## src/hdl/modinv_pkg.sv

```systemverilog
// modinv_pkg: shared types and constants for the modular inverse block
// micro-op and status types used by the sequencer and the top level datapath
// no dependencies
`timescale 1ns / 1ps

package modinv_pkg;

	localparam logic [63:0] MODULUS_RESET = 64'd1000000007;

	typedef enum logic [2:0] {
		OP_NOP,
		OP_LOAD,
		OP_DIV_EUC,
		OP_UPDATE,
		OP_DIV_RED,
		OP_FIX,
		OP_BADMOD,
		OP_EMIT
	} op_t;

	typedef struct packed {
		logic in_valid;
		logic div_busy;
		logic out_free;
		logic r_zero;
		logic m_small;
	} sts_t;

endpackage

```

## src/hdl/modinv_div.sv

```systemverilog
// modinv_div: shared restoring divider, one quotient bit per cycle
// also accumulates quotient times a signed multiplicand, msb first
// depends on nothing
`timescale 1ns / 1ps

module modinv_div #(
	parameter int WORD_BITS = 31
) (
	input  logic                        clk,
	input  logic                        arst_n,
	input  logic                        start,
	input  logic [WORD_BITS:0]          dividend,
	input  logic [WORD_BITS-1:0]        divisor,
	input  logic signed [WORD_BITS+2:0] mcand,
	output logic                        busy,
	output logic [WORD_BITS-1:0]        rem,
	output logic signed [WORD_BITS+2:0] prod
);

	localparam int DW = WORD_BITS + 1;
	localparam int SW = WORD_BITS + 3;
	localparam int CNT_BITS = $clog2(DW + 1);

	logic [WORD_BITS-1:0]   rem_q;
	logic [DW-1:0]          dvd_q;
	logic [WORD_BITS-1:0]   dsr_q;
	logic signed [SW-1:0]   mc_q;
	logic signed [SW-1:0]   prod_q;
	logic [CNT_BITS-1:0]    cnt_q;
	logic                   busy_q;

	logic [WORD_BITS:0]     rem_sh;
	logic                   ge;
	logic [WORD_BITS:0]     rem_diff;
	logic signed [SW-1:0]   prod_nx;

	assign rem_sh   = {rem_q, dvd_q[DW-1]};
	assign ge       = (rem_sh >= {1'b0, dsr_q});
	assign rem_diff = ge ? (rem_sh - {1'b0, dsr_q}) : rem_sh;
	assign prod_nx  = (prod_q <<< 1) + (ge ? mc_q : SW'(0));

	always_ff @(posedge clk or negedge arst_n) begin
		if (!arst_n) begin
			busy_q <= 1'b0;
			cnt_q  <= '0;
		end else if (start) begin
			busy_q <= 1'b1;
			cnt_q  <= CNT_BITS'(DW);
		end else if (busy_q) begin
			cnt_q <= cnt_q - 1'b1;
			if (cnt_q == CNT_BITS'(1)) begin
				busy_q <= 1'b0;
			end
		end
	end

	always_ff @(posedge clk) begin
		if (start) begin
			rem_q  <= '0;
			dvd_q  <= dividend;
			dsr_q  <= divisor;
			mc_q   <= mcand;
			prod_q <= '0;
		end else if (busy_q) begin
			rem_q  <= rem_diff[WORD_BITS-1:0];
			dvd_q  <= {dvd_q[DW-2:0], 1'b0};
			prod_q <= prod_nx;
		end
	end

	assign busy = busy_q;
	assign rem  = rem_q;
	assign prod = prod_q;

endmodule

```

## src/hdl/modinv_seq.sv

```systemverilog
// modinv_seq: step counter and microcode rom for the extended euclid program
// emits one micro-op per step, branches on datapath status
// depends on modinv_pkg
`timescale 1ns / 1ps

module modinv_seq (
	input  logic               clk,
	input  logic               arst_n,
	input  modinv_pkg::sts_t   sts,
	output modinv_pkg::op_t    op
);

	localparam int STEP_BITS = 4;

	typedef logic [STEP_BITS-1:0] step_t;

	typedef enum logic [2:0] {
		CND_ALWAYS,
		CND_WAIT_IN,
		CND_WAIT_DIV,
		CND_WAIT_OUT,
		CND_BR_RZERO,
		CND_BR_MSMALL
	} cond_t;

	typedef struct packed {
		modinv_pkg::op_t op;
		cond_t           cond;
		step_t           target;
	} cw_t;

	localparam step_t ST_IDLE   = 4'd0;
	localparam step_t ST_TEST   = 4'd1;
	localparam step_t ST_DSTART = 4'd2;
	localparam step_t ST_DWAIT  = 4'd3;
	localparam step_t ST_UPDATE = 4'd4;
	localparam step_t ST_CHK    = 4'd5;
	localparam step_t ST_RSTART = 4'd6;
	localparam step_t ST_RWAIT  = 4'd7;
	localparam step_t ST_FIX    = 4'd8;
	localparam step_t ST_BAD    = 4'd9;
	localparam step_t ST_EMIT   = 4'd10;

	function automatic cw_t ucode_rom(step_t a);
		cw_t w;
		case (a)
			ST_IDLE:   w = '{modinv_pkg::OP_LOAD,    CND_WAIT_IN,   ST_TEST};
			ST_TEST:   w = '{modinv_pkg::OP_NOP,     CND_BR_RZERO,  ST_CHK};
			ST_DSTART: w = '{modinv_pkg::OP_DIV_EUC, CND_ALWAYS,    ST_DWAIT};
			ST_DWAIT:  w = '{modinv_pkg::OP_NOP,     CND_WAIT_DIV,  ST_UPDATE};
			ST_UPDATE: w = '{modinv_pkg::OP_UPDATE,  CND_ALWAYS,    ST_TEST};
			ST_CHK:    w = '{modinv_pkg::OP_NOP,     CND_BR_MSMALL, ST_BAD};
			ST_RSTART: w = '{modinv_pkg::OP_DIV_RED, CND_ALWAYS,    ST_RWAIT};
			ST_RWAIT:  w = '{modinv_pkg::OP_NOP,     CND_WAIT_DIV,  ST_FIX};
			ST_FIX:    w = '{modinv_pkg::OP_FIX,     CND_ALWAYS,    ST_EMIT};
			ST_BAD:    w = '{modinv_pkg::OP_BADMOD,  CND_ALWAYS,    ST_EMIT};
			ST_EMIT:   w = '{modinv_pkg::OP_EMIT,    CND_WAIT_OUT,  ST_IDLE};
			default:   w = '{modinv_pkg::OP_NOP,     CND_ALWAYS,    ST_IDLE};
		endcase
		return w;
	endfunction

	step_t step_q;
	step_t step_nx;
	step_t step_inc;
	cw_t   cw;

	assign cw       = ucode_rom(step_q);
	assign step_inc = step_q + 1'b1;

	always_comb begin
		case (cw.cond)
			CND_ALWAYS:    step_nx = cw.target;
			CND_WAIT_IN:   step_nx = sts.in_valid ? cw.target : step_q;
			CND_WAIT_DIV:  step_nx = sts.div_busy ? step_q : cw.target;
			CND_WAIT_OUT:  step_nx = sts.out_free ? cw.target : step_q;
			CND_BR_RZERO:  step_nx = sts.r_zero ? cw.target : step_inc;
			CND_BR_MSMALL: step_nx = sts.m_small ? cw.target : step_inc;
			default:       step_nx = ST_IDLE;
		endcase
	end

	always_ff @(posedge clk or negedge arst_n) begin
		if (!arst_n) begin
			step_q <= ST_IDLE;
		end else begin
			step_q <= step_nx;
		end
	end

	assign op = cw.op;

endmodule

```

## src/hdl/modular_inverse_ext_euclid.sv

```systemverilog
// channel  signals                                         direction
// in       in_valid, in_stall, value                       beat in, one per item
// out      out_valid, out_stall, inverse, common_divisor,  beat out, one per item
//          no_inverse
// cfg      cfg_wen, cfg_wdata                              modulus write, no wait
//
// one item at a time; each euclid step runs a division on the shared
// bit-serial divider; a final test, check and reduction follow, plus emit
// and load steps
// reset loads modulus 1000000007 and clears control; no clearing pass
// an output beat waits in the output register while out_stall is high
// depends on modinv_pkg, modinv_seq, modinv_div
`timescale 1ns / 1ps

module modular_inverse_ext_euclid #(
	parameter int WORD_BITS = 31
) (
	input  logic                 clk,
	input  logic                 arst_n,
	input  logic                 cfg_wen,
	input  logic [WORD_BITS-1:0] cfg_wdata,
	input  logic                 in_valid,
	output logic                 in_stall,
	input  logic [WORD_BITS-1:0] value,
	output logic                 out_valid,
	input  logic                 out_stall,
	output logic [WORD_BITS-1:0] inverse,
	output logic [WORD_BITS-1:0] common_divisor,
	output logic                 no_inverse
);

	localparam int DW = WORD_BITS + 1;
	localparam int SW = WORD_BITS + 3;

	modinv_pkg::op_t  op;
	modinv_pkg::sts_t sts;

	logic [WORD_BITS-1:0] modulus_q;
	logic [WORD_BITS-1:0] prev_r_q;
	logic [WORD_BITS-1:0] cur_r_q;
	logic signed [SW-1:0] prev_s_q;
	logic signed [SW-1:0] cur_s_q;
	logic [WORD_BITS-1:0] res_inv_q;
	logic                 res_bad_q;
	logic                 out_valid_q;
	logic [WORD_BITS-1:0] inverse_q;
	logic [WORD_BITS-1:0] gcd_q;
	logic                 no_inv_q;

	logic                 accept;
	logic                 out_free;
	logic                 div_start;
	logic [DW-1:0]        div_dividend;
	logic [WORD_BITS-1:0] div_divisor;
	logic signed [SW-1:0] div_mcand;
	logic                 div_busy;
	logic [WORD_BITS-1:0] div_rem;
	logic signed [SW-1:0] div_prod;
	logic [SW-1:0]        s_mag;
	logic                 s_neg;

	assign in_stall = (op != modinv_pkg::OP_LOAD);
	assign accept   = in_valid && !in_stall;
	assign out_free = !out_valid_q || !out_stall;

	assign sts.in_valid = in_valid;
	assign sts.div_busy = div_busy;
	assign sts.out_free = out_free;
	assign sts.r_zero   = (cur_r_q == '0);
	assign sts.m_small  = (modulus_q < WORD_BITS'(2));

	modinv_seq u_seq (
		.clk    (clk),
		.arst_n (arst_n),
		.sts    (sts),
		.op     (op)
	);

	assign s_neg = prev_s_q[SW-1];
	assign s_mag = s_neg ? SW'(-prev_s_q) : SW'(prev_s_q);

	always_comb begin
		div_start    = 1'b0;
		div_dividend = {1'b0, prev_r_q};
		div_divisor  = cur_r_q;
		div_mcand    = cur_s_q;
		case (op)
			modinv_pkg::OP_DIV_EUC: begin
				div_start = 1'b1;
			end
			modinv_pkg::OP_DIV_RED: begin
				div_start    = 1'b1;
				div_dividend = s_mag[DW-1:0];
				div_divisor  = modulus_q;
				div_mcand    = '0;
			end
			default: begin
				div_start = 1'b0;
			end
		endcase
	end

	modinv_div #(
		.WORD_BITS (WORD_BITS)
	) u_div (
		.clk      (clk),
		.arst_n   (arst_n),
		.start    (div_start),
		.dividend (div_dividend),
		.divisor  (div_divisor),
		.mcand    (div_mcand),
		.busy     (div_busy),
		.rem      (div_rem),
		.prod     (div_prod)
	);

	always_ff @(posedge clk or negedge arst_n) begin
		if (!arst_n) begin
			modulus_q <= modinv_pkg::MODULUS_RESET[WORD_BITS-1:0];
		end else if (cfg_wen) begin
			modulus_q <= cfg_wdata;
		end
	end

	always_ff @(posedge clk) begin
		case (op)
			modinv_pkg::OP_LOAD: begin
				if (accept) begin
					prev_r_q <= value;
					cur_r_q  <= modulus_q;
					prev_s_q <= SW'(1);
					cur_s_q  <= '0;
				end
			end
			modinv_pkg::OP_UPDATE: begin
				prev_r_q <= cur_r_q;
				cur_r_q  <= div_rem;
				prev_s_q <= cur_s_q;
				cur_s_q  <= prev_s_q - div_prod;
			end
			modinv_pkg::OP_FIX: begin
				res_inv_q <= (s_neg && div_rem != '0) ? (modulus_q - div_rem) : div_rem;
				res_bad_q <= (prev_r_q != WORD_BITS'(1));
			end
			modinv_pkg::OP_BADMOD: begin
				res_inv_q <= '0;
				res_bad_q <= 1'b1;
			end
			default: begin
				res_bad_q <= res_bad_q;
			end
		endcase
	end

	always_ff @(posedge clk or negedge arst_n) begin
		if (!arst_n) begin
			out_valid_q <= 1'b0;
		end else if (op == modinv_pkg::OP_EMIT && out_free) begin
			out_valid_q <= 1'b1;
		end else if (!out_stall) begin
			out_valid_q <= 1'b0;
		end
	end

	always_ff @(posedge clk) begin
		if (op == modinv_pkg::OP_EMIT && out_free) begin
			inverse_q <= res_inv_q;
			gcd_q     <= prev_r_q;
			no_inv_q  <= res_bad_q;
		end
	end

	assign out_valid      = out_valid_q;
	assign inverse        = inverse_q;
	assign common_divisor = gcd_q;
	assign no_inverse     = no_inv_q;

endmodule

```

## config.mk

```make
export PLATFORM = sky130hd
export DESIGN_NAME = modular_inverse_ext_euclid
export DESIGN_NICKNAME = d
export VERILOG_FILES = /design/src/hdl/modinv_pkg.sv /design/src/hdl/modinv_div.sv /design/src/hdl/modinv_seq.sv /design/src/hdl/modular_inverse_ext_euclid.sv
export SDC_FILE = /design/constraint.sdc
export NUM_CORES = 1
export LEC_CHECK = 0
export BUFFER_PORTS_ARGS = -buffer_cell sky130_fd_sc_hd__clkbuf_2
export CAP_MARGIN = 20
export CORE_UTILIZATION = 45
export CTS_CLUSTER_DIAMETER = 200
export DETAILED_ROUTE_END_ITERATION = 6
export RECOVER_POWER = 25
export SLEW_MARGIN = 20
export SYNTH_ARGS = -nofsm -noshare
export SYNTH_HDL_FRONTEND = slang
export SYNTH_SLANG_ARGS = --single-unit
```

## constraint.sdc

```tcl
create_clock -name clk -period 6.31 [get_ports clk]
set_clock_uncertainty 0.15 [all_clocks]
set_input_delay 0.3155 -clock clk [delete_from_list [all_inputs] [get_ports clk]]
set_output_delay 0.3155 -clock clk [all_outputs]
set_load 0.005 [all_outputs]
```

Word-level counts from Yosys, hierarchy flattened

Memory sizes are Yosys's and may differ from the RTL's.
Index checks and enable logic that the tools add are counted.

Equality and inequality tests: 20
Add/subtract/negate cells: 7
$lt $le $gt $ge: 2
Reductions and logical operators: 16
Muxes and demuxes: 32

Operator list:

| operator            | count |
|---|---|
| $pmux 31 s2         | 3 |
| $mux 31             | 5 |
| $pmux 34 s2         | 2 |
| $mux 32             | 4 |
| $mux 34             | 3 |
| $sub 31x31->31      | 2 |
| $add 34x34->34      | 1 |
| $sub 34x34->34      | 1 |
| $ge 32x31->1        | 1 |
| $neg 32->32         | 1 |
| $logic_not 31->1    | 1 |
| $lt 31x2->1 const B | 1 |
| $ne 31x1->1 const B | 1 |
| $reduce_bool 31->1  | 1 |
| $pmux 4 s6          | 1 |
| $mux 4              | 5 |
| $eq 3x3->1 const B  | 6 |
| $eq 3x2->1 const B  | 4 |
| $mux 6              | 2 |
| $ne 2x2->1 const B  | 4 |
| $eq 3x1->1 const B  | 2 |
| $eq 6x1->1 const B  | 1 |
| $mux 1              | 6 |
| $reduce_bool 2->1   | 3 |
| 12 further kinds    | 16 |

Output and inout port bits: 65
Memories: 1
Logic and storage cells: 97
Register bits: 430
Input bits: 67
Bits in read-only memories: 160

Memory list:

| memory           | words | bits a word | rd ports | clocked after memory_dff | wr ports | RTL line         | text |
|---|---|---|---|---|---|---|---|
| (name not given) | 16    | 10          | 1        | 0                        | 0        | modinv_seq.sv:46 | `case (a)` |

Longest topological paths before layout

Gate-level depths: netlist of run 1.
An unclocked memory read counts as a cell.

Word-level depth: 6
Gate-level depth with buffers: 23
Mapped depth without buffers: 21

Hierarchy

From an unflattened synthesis of run 1, not the netlist that was laid out.

Cells, all modules: 2,482
Area total of the unflattened synthesis: 24,763.8 um^2

Modules (own cells, without submodules):

| module                     | times used | cells each | area each (um^2) | sequential area each (um^2) |
|---|---|---|---|---|
| modular_inverse_ext_euclid | 1          | 1,456      | 14,604.0         | 7,577.3 |
| modinv_div                 | 1          | 959        | 9,615.5          | 4,389.2 |
| modinv_seq                 | 1          | 67         | 544.3            | 100.1 |

Least setup slack after synthesis of run 1

OpenSTA, ideal clock, no wires.

Path type: flip-flop to flip-flop
Start: reg u_seq.step_q[0]
End: reg gcd_q[0] (netlist: common_divisor[0]) (enable)
Arrival time: 5.940 ns
Required time: 5.585 ns
Period minus slack after synthesis: 6.665 ns
Path buffers: 0
Cell stages (with the launch flop): 7
Setup slack: -0.355 ns
Cells stage by stage: dfrtp_1 -> inv_1 -> ha_1 -> nand2_1 -> o21ai_0 -> nand2_1 -> nor3b_1

Longest elaborated chain between the ends: 3

RTL lines:

| element                | RTL line                          | text |
|---|---|---|
| from (decl)            | modinv_seq.sv:63                  | `step_t step_q;` |
| from (signal assigned) | modinv_seq.sv:87                  | `step_q <= step_nx;` |
| $mem_v2 16x10          | --                                |  |
| $eq 3x3->1             | modular_inverse_ext_euclid.sv:166 | `if (op == modinv_pkg::OP_EMIT && out_free) begin` |
| $logic_and 1x1->1      | modular_inverse_ext_euclid.sv:166 |  |
| to (signal assigned)   | modular_inverse_ext_euclid.sv:168 | `gcd_q <= prev_r_q;` |
| to (decl)              | modular_inverse_ext_euclid.sv:47  | `logic [WORD_BITS-1:0] gcd_q;` |

Every way passes these cells.
A chain may end at the register's enable or synchronous reset.

Worst setup path in the final report of run 1

Start: reg u_div.rem_q[0] (netlist: u_div.rem[0])
End: reg u_div.prod_q[32] (netlist: u_div.prod[32])

Longest elaborated chain between the ends: 3

RTL lines:

| element                | RTL line         | text |
|---|---|---|
| from (decl)            | modinv_div.sv:24 | `logic [WORD_BITS-1:0] rem_q;` |
| from (signal assigned) | modinv_div.sv:65 | `rem_q <= rem_diff[WORD_BITS-1:0];` |
| $ge 32x31->1           | modinv_div.sv:38 | `assign ge = (rem_sh >= {1'b0, dsr_q});` |
| $mux 34                | modinv_div.sv:40 | `assign prod_nx = (prod_q <<< 1) + (ge ? mc_q : SW'(0));` |
| $add 34x34->34         | modinv_div.sv:40 |  |
| to (signal assigned)   | modinv_div.sv:67 | `prod_q <= prod_nx;` |
| to (decl)              | modinv_div.sv:28 | `logic signed [SW-1:0] prod_q;` |

Every way passes these cells.

==> results of run 1 <==
[cells by family (layout without fill, tap and decap cells)]
logic type	Yosys count	after routing	synth area share
flip-flops	430	430	0.4848
multiplexers	129	129	0.05519
AO/OA/AOI/OAI	591	591	0.1511
adder cells (fa/ha/maj)	142	142	0.07258
XOR/XNOR	129	129	0.04539
AND/OR/NAND/NOR	790	790	0.1543
buffers and inverters	235	445	0.03669
[final cells by class]
class,count,share of cell area
Sequential cell,430,0.4246
Clock buffer,63,0.04639
Tap cell,696,0.03063
Multi-Input combinational cell,1781,0.4208
Inverter,140,0.01857
Clock inverter,24,0.007878
Timing Repair Buffer,218,0.05110
[stage by stage]
stage	setup slack, ns	util	std cells	hold WS, ns
final	0.4292	0.5241	3352	0.1172
after global routing	0.02461	0.5241	3352	0.1298
after CTS	0.5014	0.5250	3352	0.06902
after detailed placement	0.5010	0.4847	3201	0.2572
after global placement	0.5882	0.4847	3201	0.2601
after floorplan	1.429	-	2446	-0.1301
[flip-flops by register name, indices dropped and copies added, names as in the netlist, 4 cells and up]
register / cells
modulus_q: 31
u_div.dvd_q: 32
res_inv_q: 31
cur_s_q: 34
inverse: 31
u_div.rem: 31
u_div.dsr_q: 31
u_div.cnt_q: 6
prev_s_q: 34
u_div.mc_q: 34
prev_r_q: 31
u_div.prod: 34
u_seq.step_q: 4
common_divisor: 31
cur_r_q: 31
[worst paths after layout]
| path | to | slack [ns] | cells after the start | from |
|---|---|---|---|---|
| setup / recovery | u_div.prod[32]$_SDFFE_PN0P_ | 0.43 | 19 | u_div.rem[0]$_SDFFE_PN0P_ |
| hold / removal | u_seq.step_q[2]$_DFFE_PN0P_ | 0.12 | 5 | in_valid |
| setup reg to reg | u_div.prod[32]$_SDFFE_PN0P_ | 0.43 | 19 | u_div.rem[0]$_SDFFE_PN0P_ |
| hold reg to reg | inverse[2]$_DFFE_PP_ | 0.27 | 0 | res_inv_q[2]$_SDFFCE_PP0P_ |
| max in group asynchronous | u_div.busy$_DFF_PN0_ | 2.95 | 3 | arst_n |
| min in group asynchronous | u_seq.step_q[0]$_DFFE_PN0P_ | 1.11 | 3 | arst_n |
[routing by layer]
metal	GRT usage	vias up	routed length (um)
met5	0	-	0
met4	0.06764	0	1599
met3	0.04448	101	4592
met2	0.3666	600	29790
met1	0.3417	9271	31400
li1	-	9219	-
[critical path, delay by kind of cell, from the launching register on]
family	cells	cell delay (ns)
compound gates	10	2.37
xor+xnor	1	0.19
fa+ha+maj	2	0.68
buf+inv	1	0.12
flops	1	0.47
simple gates	5	1.76
[placed cells by master (no fill, tap or decap), drive strengths merged, types with 16 or more instances in the layout]
cell / instances
buf: 21
clkinv: 17
a21o: 50
xnor2: 97
a211oi: 37
dfxtp: 65
inv: 139
mux2: 66
o21bai: 19
dfrtp: 27
ha: 138
edfxtp: 322
o21ai: 155
clkbuf: 196
dfstp: 16
nand2: 269
o31ai: 24
and2: 78
nor2b: 60
nor4: 36
nor2: 173
nand2b: 22
mux2i: 63
nor3: 39
xor2: 32
a21oi: 175
nand3: 35
o21a: 21
dlygate4sd3: 64
nand4: 20
[repair_timing]
action	4_1_cts	5_1_grt
hold endpoints to repair	90	0
setup endpoints to repair	0	0
gates resized for setup	0	0
hold buffers	64	0
==> summary.txt, run 1 <==
Outcome
  – Status: complete, but fails checks
  – Failing checks: capacitance limit, slew limit

Critical path
  – CP Data Required Time: 6.61 ns
  – Critical path's slowest cell: or2_2
  – Crit end category: register
  – Startpoint Class: register
  – Max stage delay on crit path: 0.61 ns
  – WS Path Type: register to register
  – Data arrival time of the critical path: 6.18 ns
  – Crit Path Max Fanout: 31
  – Worst-path cell chain: inv_1 > fa_1 > and2b_1 > o31a_1 > o21a_1 > a21boi_2 > a2111oi_2 > or2_2 > and2_1 > ha_1 > a21oi_1 > o211ai_1 > a211oi_2 > o211a_1 > nor3_1 > nor4b_1 > o21ai_0 > xnor2_1 > o22ai_1

Layout
  – FF+latch area: 12070 sq um
  – Multi-input gate area: 11960 sq um
  – Layout area overhead: 14.21%
  – Layout cells sized above 1: 0.1201
  – Fillcell total: 4908
  – Antenna fix cells: 0
  – Nets: 2827
  – Post-route cell area: 28430 sq um

Drt
  – Vias post-DR: 19190
  – Initial detailed-routing violation count: 1550
  – Post-route ant nets: 0
  – Drt pass-1 iters: 7
  – Drt wl/cell: 20.10 um
  – Drt drc: 0
  – Vias per Instance: 5.725
  – Final WL: 67390 um

Logic synthesis
  – Post-synthesis cell count: 2446
  – Syn Nets: 2655
  – Mapped cell area: 24890 sq um
  – Cell with the most instances after synthesis: edfxtp_1
  – Post-synth top cells: edfxtp_1, nand2_1, a21oi_1, nor2_1, o21ai_0
  – Post-synth EDFFs: 322
  – Ys Warns: 0
  – FF+latch count, synth: 430
  – Count of cell types in the netlist: 89
  – Area contributors post-synth: edfxtp_1, ha_1, dfxtp_1
  – Ys async rst share: 0.1000
  – Yosys top cell by area: edfxtp_1
  – Ys flop type: edfxtp_1
  – Seq/Total Area, Yosys: 0.4848
  – Synth top area share: 0.3885
  – Mean Syn Cell Area: 10.18 sq um

Floorplan
  – Starting density of the core: 0.4589
  – Height of the chip: 237.2 um
  – Die area: 56260 sq um
  – Die W: 237.2 um
  – Row count: 85
  – I/O pin total: 132
  – Core ar.: 54240 sq um

Place
  – Port Buf Inserts: 131
  – Cell Area, Placed: 26290 sq um
  – Gpl congestion: 0.9069
  – Detailed placer's ending HPWL: 48170 um

Clock network
  – Clock transition at path regs: 0.06 ns
  – H-Tree Depth: 2
  – CTS root buf: clkbuf_16
  – CTS Sinks: 430
  – Clk_lat worst skew: 0.59 ns
  – CTS tree: done
  – Setup Buffers After CTS: 0
  – Total CTS buffers: 47
  – Clk buf depth: 3

STA
  – Worst Max-Slew Pin Slew: 2.775 ns
  – Part of the cycle the worst path needs: 0.9320
  – RSZ-0062 raised after global routing: no
  – Final min period: 5.881 ns
  – Relative slew slack: -0.8501
  – Fin. Hold Viols: 0
  – Setup violations, final: 0
  – Setup TNS: 0 ns
  – Fin. max-slew vios: 111
  – FMAX: 170.0 MHz

Global routing
  – Initial antenna violation count: 1
  – Total gr overflow: 0
  – First-pass GRT wire length: 104600 um
  – Largest net degree at the start of global routing: 79
  – Total GRT Usage: 0.2380
  – Via count of the first global-routing pass: 18490

Worst hold path
  – Hold crit path type: input pin to register

Job
  – Max Cap Viol: 3
Power of run 1 is left out: the tool's default activity adds up to more than one toggle a clock period on the data nets, which glitch-free logic cannot reach.
==> run 2, diff against run 1 <==
REMOVE_ABC_BUFFERS = 1   (was default)
==> run 2 against run 1 <==
  * The flow still finishes with violations (capacitance limit, slew limit)
  * Cell area rose by 0.17%
  * Global-route usage fell by 0.15 points
  * Setup slack improved by 0.14 ns
  * Count of clock-buffer cells in the layout rose by 6
  * Register-to-register slack improved by 0.14 ns
  * Sequential share of layout area fell by 0.071 points
  * Non-clock buffer count fell by 3
  * Critical endpoint unchanged
  * Largest cell class unchanged
==> summary.txt, run 2 (synthesized netlist as in run 1, its figures left out) <==
Layout
  – Layout cells sized above 1: 0.1200 (-0.0001355)
  – Commonest non-fill, non-tap cell in the layout: edfxtp_1
  – Most frequent cells in the layout: edfxtp_1, nand2_1, a21oi_1
  – Nets: 2827 (unchanged)
  – Antenna fix cells: 0 (unchanged)
  – Layout Utilization: 0.5250 (+0.0008770)
  – Layout area overhead: 14.40%

Global routing
  – Initial antenna violation count: 1 (unchanged)
  – Via count of the first global-routing pass: 18470 (-0.13%)
  – First-pass GRT wire length: 104400 um (-0.13%)
  – Largest net degree at the start of global routing: 88 (+11%)
  – Total GRT Usage: 0.2365 (-0.001486)
  – Total gr overflow: 0 (unchanged)

Critical path
  – Cells on worst reg2reg path: 19 (unchanged)
  – CP Data Required Time: 6.61 ns (about the same)
  – Worst reg2reg startpoint: u_div.dsr_q[0]$_DFFE_PN_
  – WS Path Type: register to register
  – FF-to-FF End: u_div.prod[32]$_SDFFE_PN0P_
  – Reg2Reg Setup Slack: 0.57 ns (+0.14 ns)
  – Startpoint Class: register
  – Crit end category: register
  – Crit Path Max Fanout: 30 (-3.2%)
  – Data arrival time of the critical path: 6.04 ns (-0.14 ns)

Floorplan
  – Row count: 85 (unchanged)
  – Height of the chip: 237.2 um (unchanged)
  – Starting density of the core: 0.4589 (unchanged)
  – I/O pin total: 132 (unchanged)
  – Die area: 56260 sq um (unchanged)
  – Core ar.: 54240 sq um (unchanged)
  – Die W: 237.2 um (unchanged)

Place
  – Gpl congestion: 0.8839 (-2.5%)
  – Detailed placer's ending HPWL: 47870 um (-0.63%)
  – Port Buf Inserts: 131 (unchanged)

STA
  – Setup violations, final: 0 (unchanged)
  – Part of the cycle the worst path needs: 0.9093 (-0.02266)
  – FMAX: 174.3 MHz (+2.5%)
  – RSZ-0062 raised after global routing: no
  – Worst Max-Slew Pin Slew: 2.792 ns (+0.01708 ns)
  – Final min period: 5.738 ns (-0.1430 ns)
  – Fin. Hold Viols: 0 (unchanged)
  – Relative slew slack: -0.8615 (-0.01139)
  – Fin. max-slew vios: 111 (unchanged)

Drt
  – Drt wl/cell: 19.94 um (-0.83%)
  – Final WL: 66890 um (-0.74%)
  – Drt pass-1 iters: 5 (-2)
  – Vias per Instance: 5.680 (-0.79%)
  – Post-route ant nets: 0 (unchanged)
  – Drt drc: 0 (unchanged)
  – Initial detailed-routing violation count: 1601 (+3.3%)
  – Vias post-DR: 19060 (-0.70%)

Clock network
  – Clk buf depth: 3 (unchanged)
  – Hold Buf Count CTS: 64 (unchanged)
  – CTS root buf: clkbuf_16
  – CTS tree: done
  – Clock transition at path regs: 0.06 ns (about the same)
  – Clk_lat worst skew: 0.60 ns (about the same)
  – H-Tree Depth: 2 (unchanged)
  – Post-CTS sizing: 0 (unchanged)
  – CTS Sinks: 430 (unchanged)
  – Setup Buffers After CTS: 0 (unchanged)
  – Total CTS buffers: 50 (+6.4%)

Worst hold path
  – Hold path start: in_valid
  – Hold crit path type: input pin to register
  – Min-Delay Endpoint: u_seq.step_q[2]$_DFFE_PN0P_
  – Worst Hold Depth: 5 (unchanged)

Outcome
  – Failing checks: capacitance limit, slew limit
  – Status: complete, but fails checks

Job
  – Max Cap Viol: 3 (unchanged)
[run 2: layout make-up]
class	count	area, sq um
Fill cell	4890	25760
Clock inverter	24	262.8
Timing Repair Buffer	215	1414
Clock buffer	69	1373
Sequential cell	430	12070
Multi-Input combinational cell	1781	11960
Inverter	140	528.0
Tap cell	696	870.8
[run 2: critical path: stages (launching register included)]
cell and delay [ns]:
edfxtp_1 0.37, ha_1 0.24, fa_1 0.38, and2b_1 0.24, o31a_1 0.20, o21a_1 0.26, a21boi_2 0.13, a2111oi_2 0.46
or2_2 0.52, and2_1 0.20, ha_1 0.29, a211oi_1 0.30, o21bai_1 0.14, a211oi_2 0.32, o211a_1 0.21, nor3_1 0.06
nor4b_1 0.63, o21ai_0 0.21, xnor2_1 0.17, o22ai_1 0.08
[run 2: per-stage QoR]
stage	setup TNS, ns	area [sq um]	cells	worst slack, ns	hold slack (ns)
finish	0	28480	3355	0.5722	0.09194
global route	0	28480	3355	0.1757	0.1008
CTS	0	28520	3355	0.5744	0.04267
detailed placement	0	26250	3198	0.6091	0.2554
global placement	0	26250	3198	0.7260	0.2537
floorplan	-404.77	24500	2351	-2.948	-0.1301
[run 2: worst max path at each step]
stage	from	endpoint	slack (ns)
finish	u_div.dsr_q[0]$_DFFE_PN_	u_div.prod[32]$_SDFFE_PN0P_	0.57
global route	u_div.rem[0]$_SDFFE_PN0P_	u_div.prod[32]$_SDFFE_PN0P_	0.18
CTS	u_div.dsr_q[0]$_DFFE_PN_	u_div.prod[32]$_SDFFE_PN0P_	0.57
detailed placement	u_div.dvd_q[31]$_DFFE_PP_	u_div.prod[32]$_SDFFE_PN0P_	0.61
global placement	u_div.dsr_q[0]$_DFFE_PN_	u_div.prod[32]$_SDFFE_PN0P_	0.73
floorplan	u_seq.step_q[0]$_DFFE_PN0P_	u_div.dvd_q[0]$_SDFFCE_PP0P_	-2.95
[run 2: per-layer routing]
| metal | part of all wire | GRT usage |
|---|---|---|
| met1 | 0.48 | 0.3442 |
| met2 | 0.44 | 0.3708 |
| met3 | 0.057 | 0.03275 |
| met4 | 0.022 | 0.06041 |
| met5 | 0.00019 | 0 |
Power of run 2 is left out for the same reason.
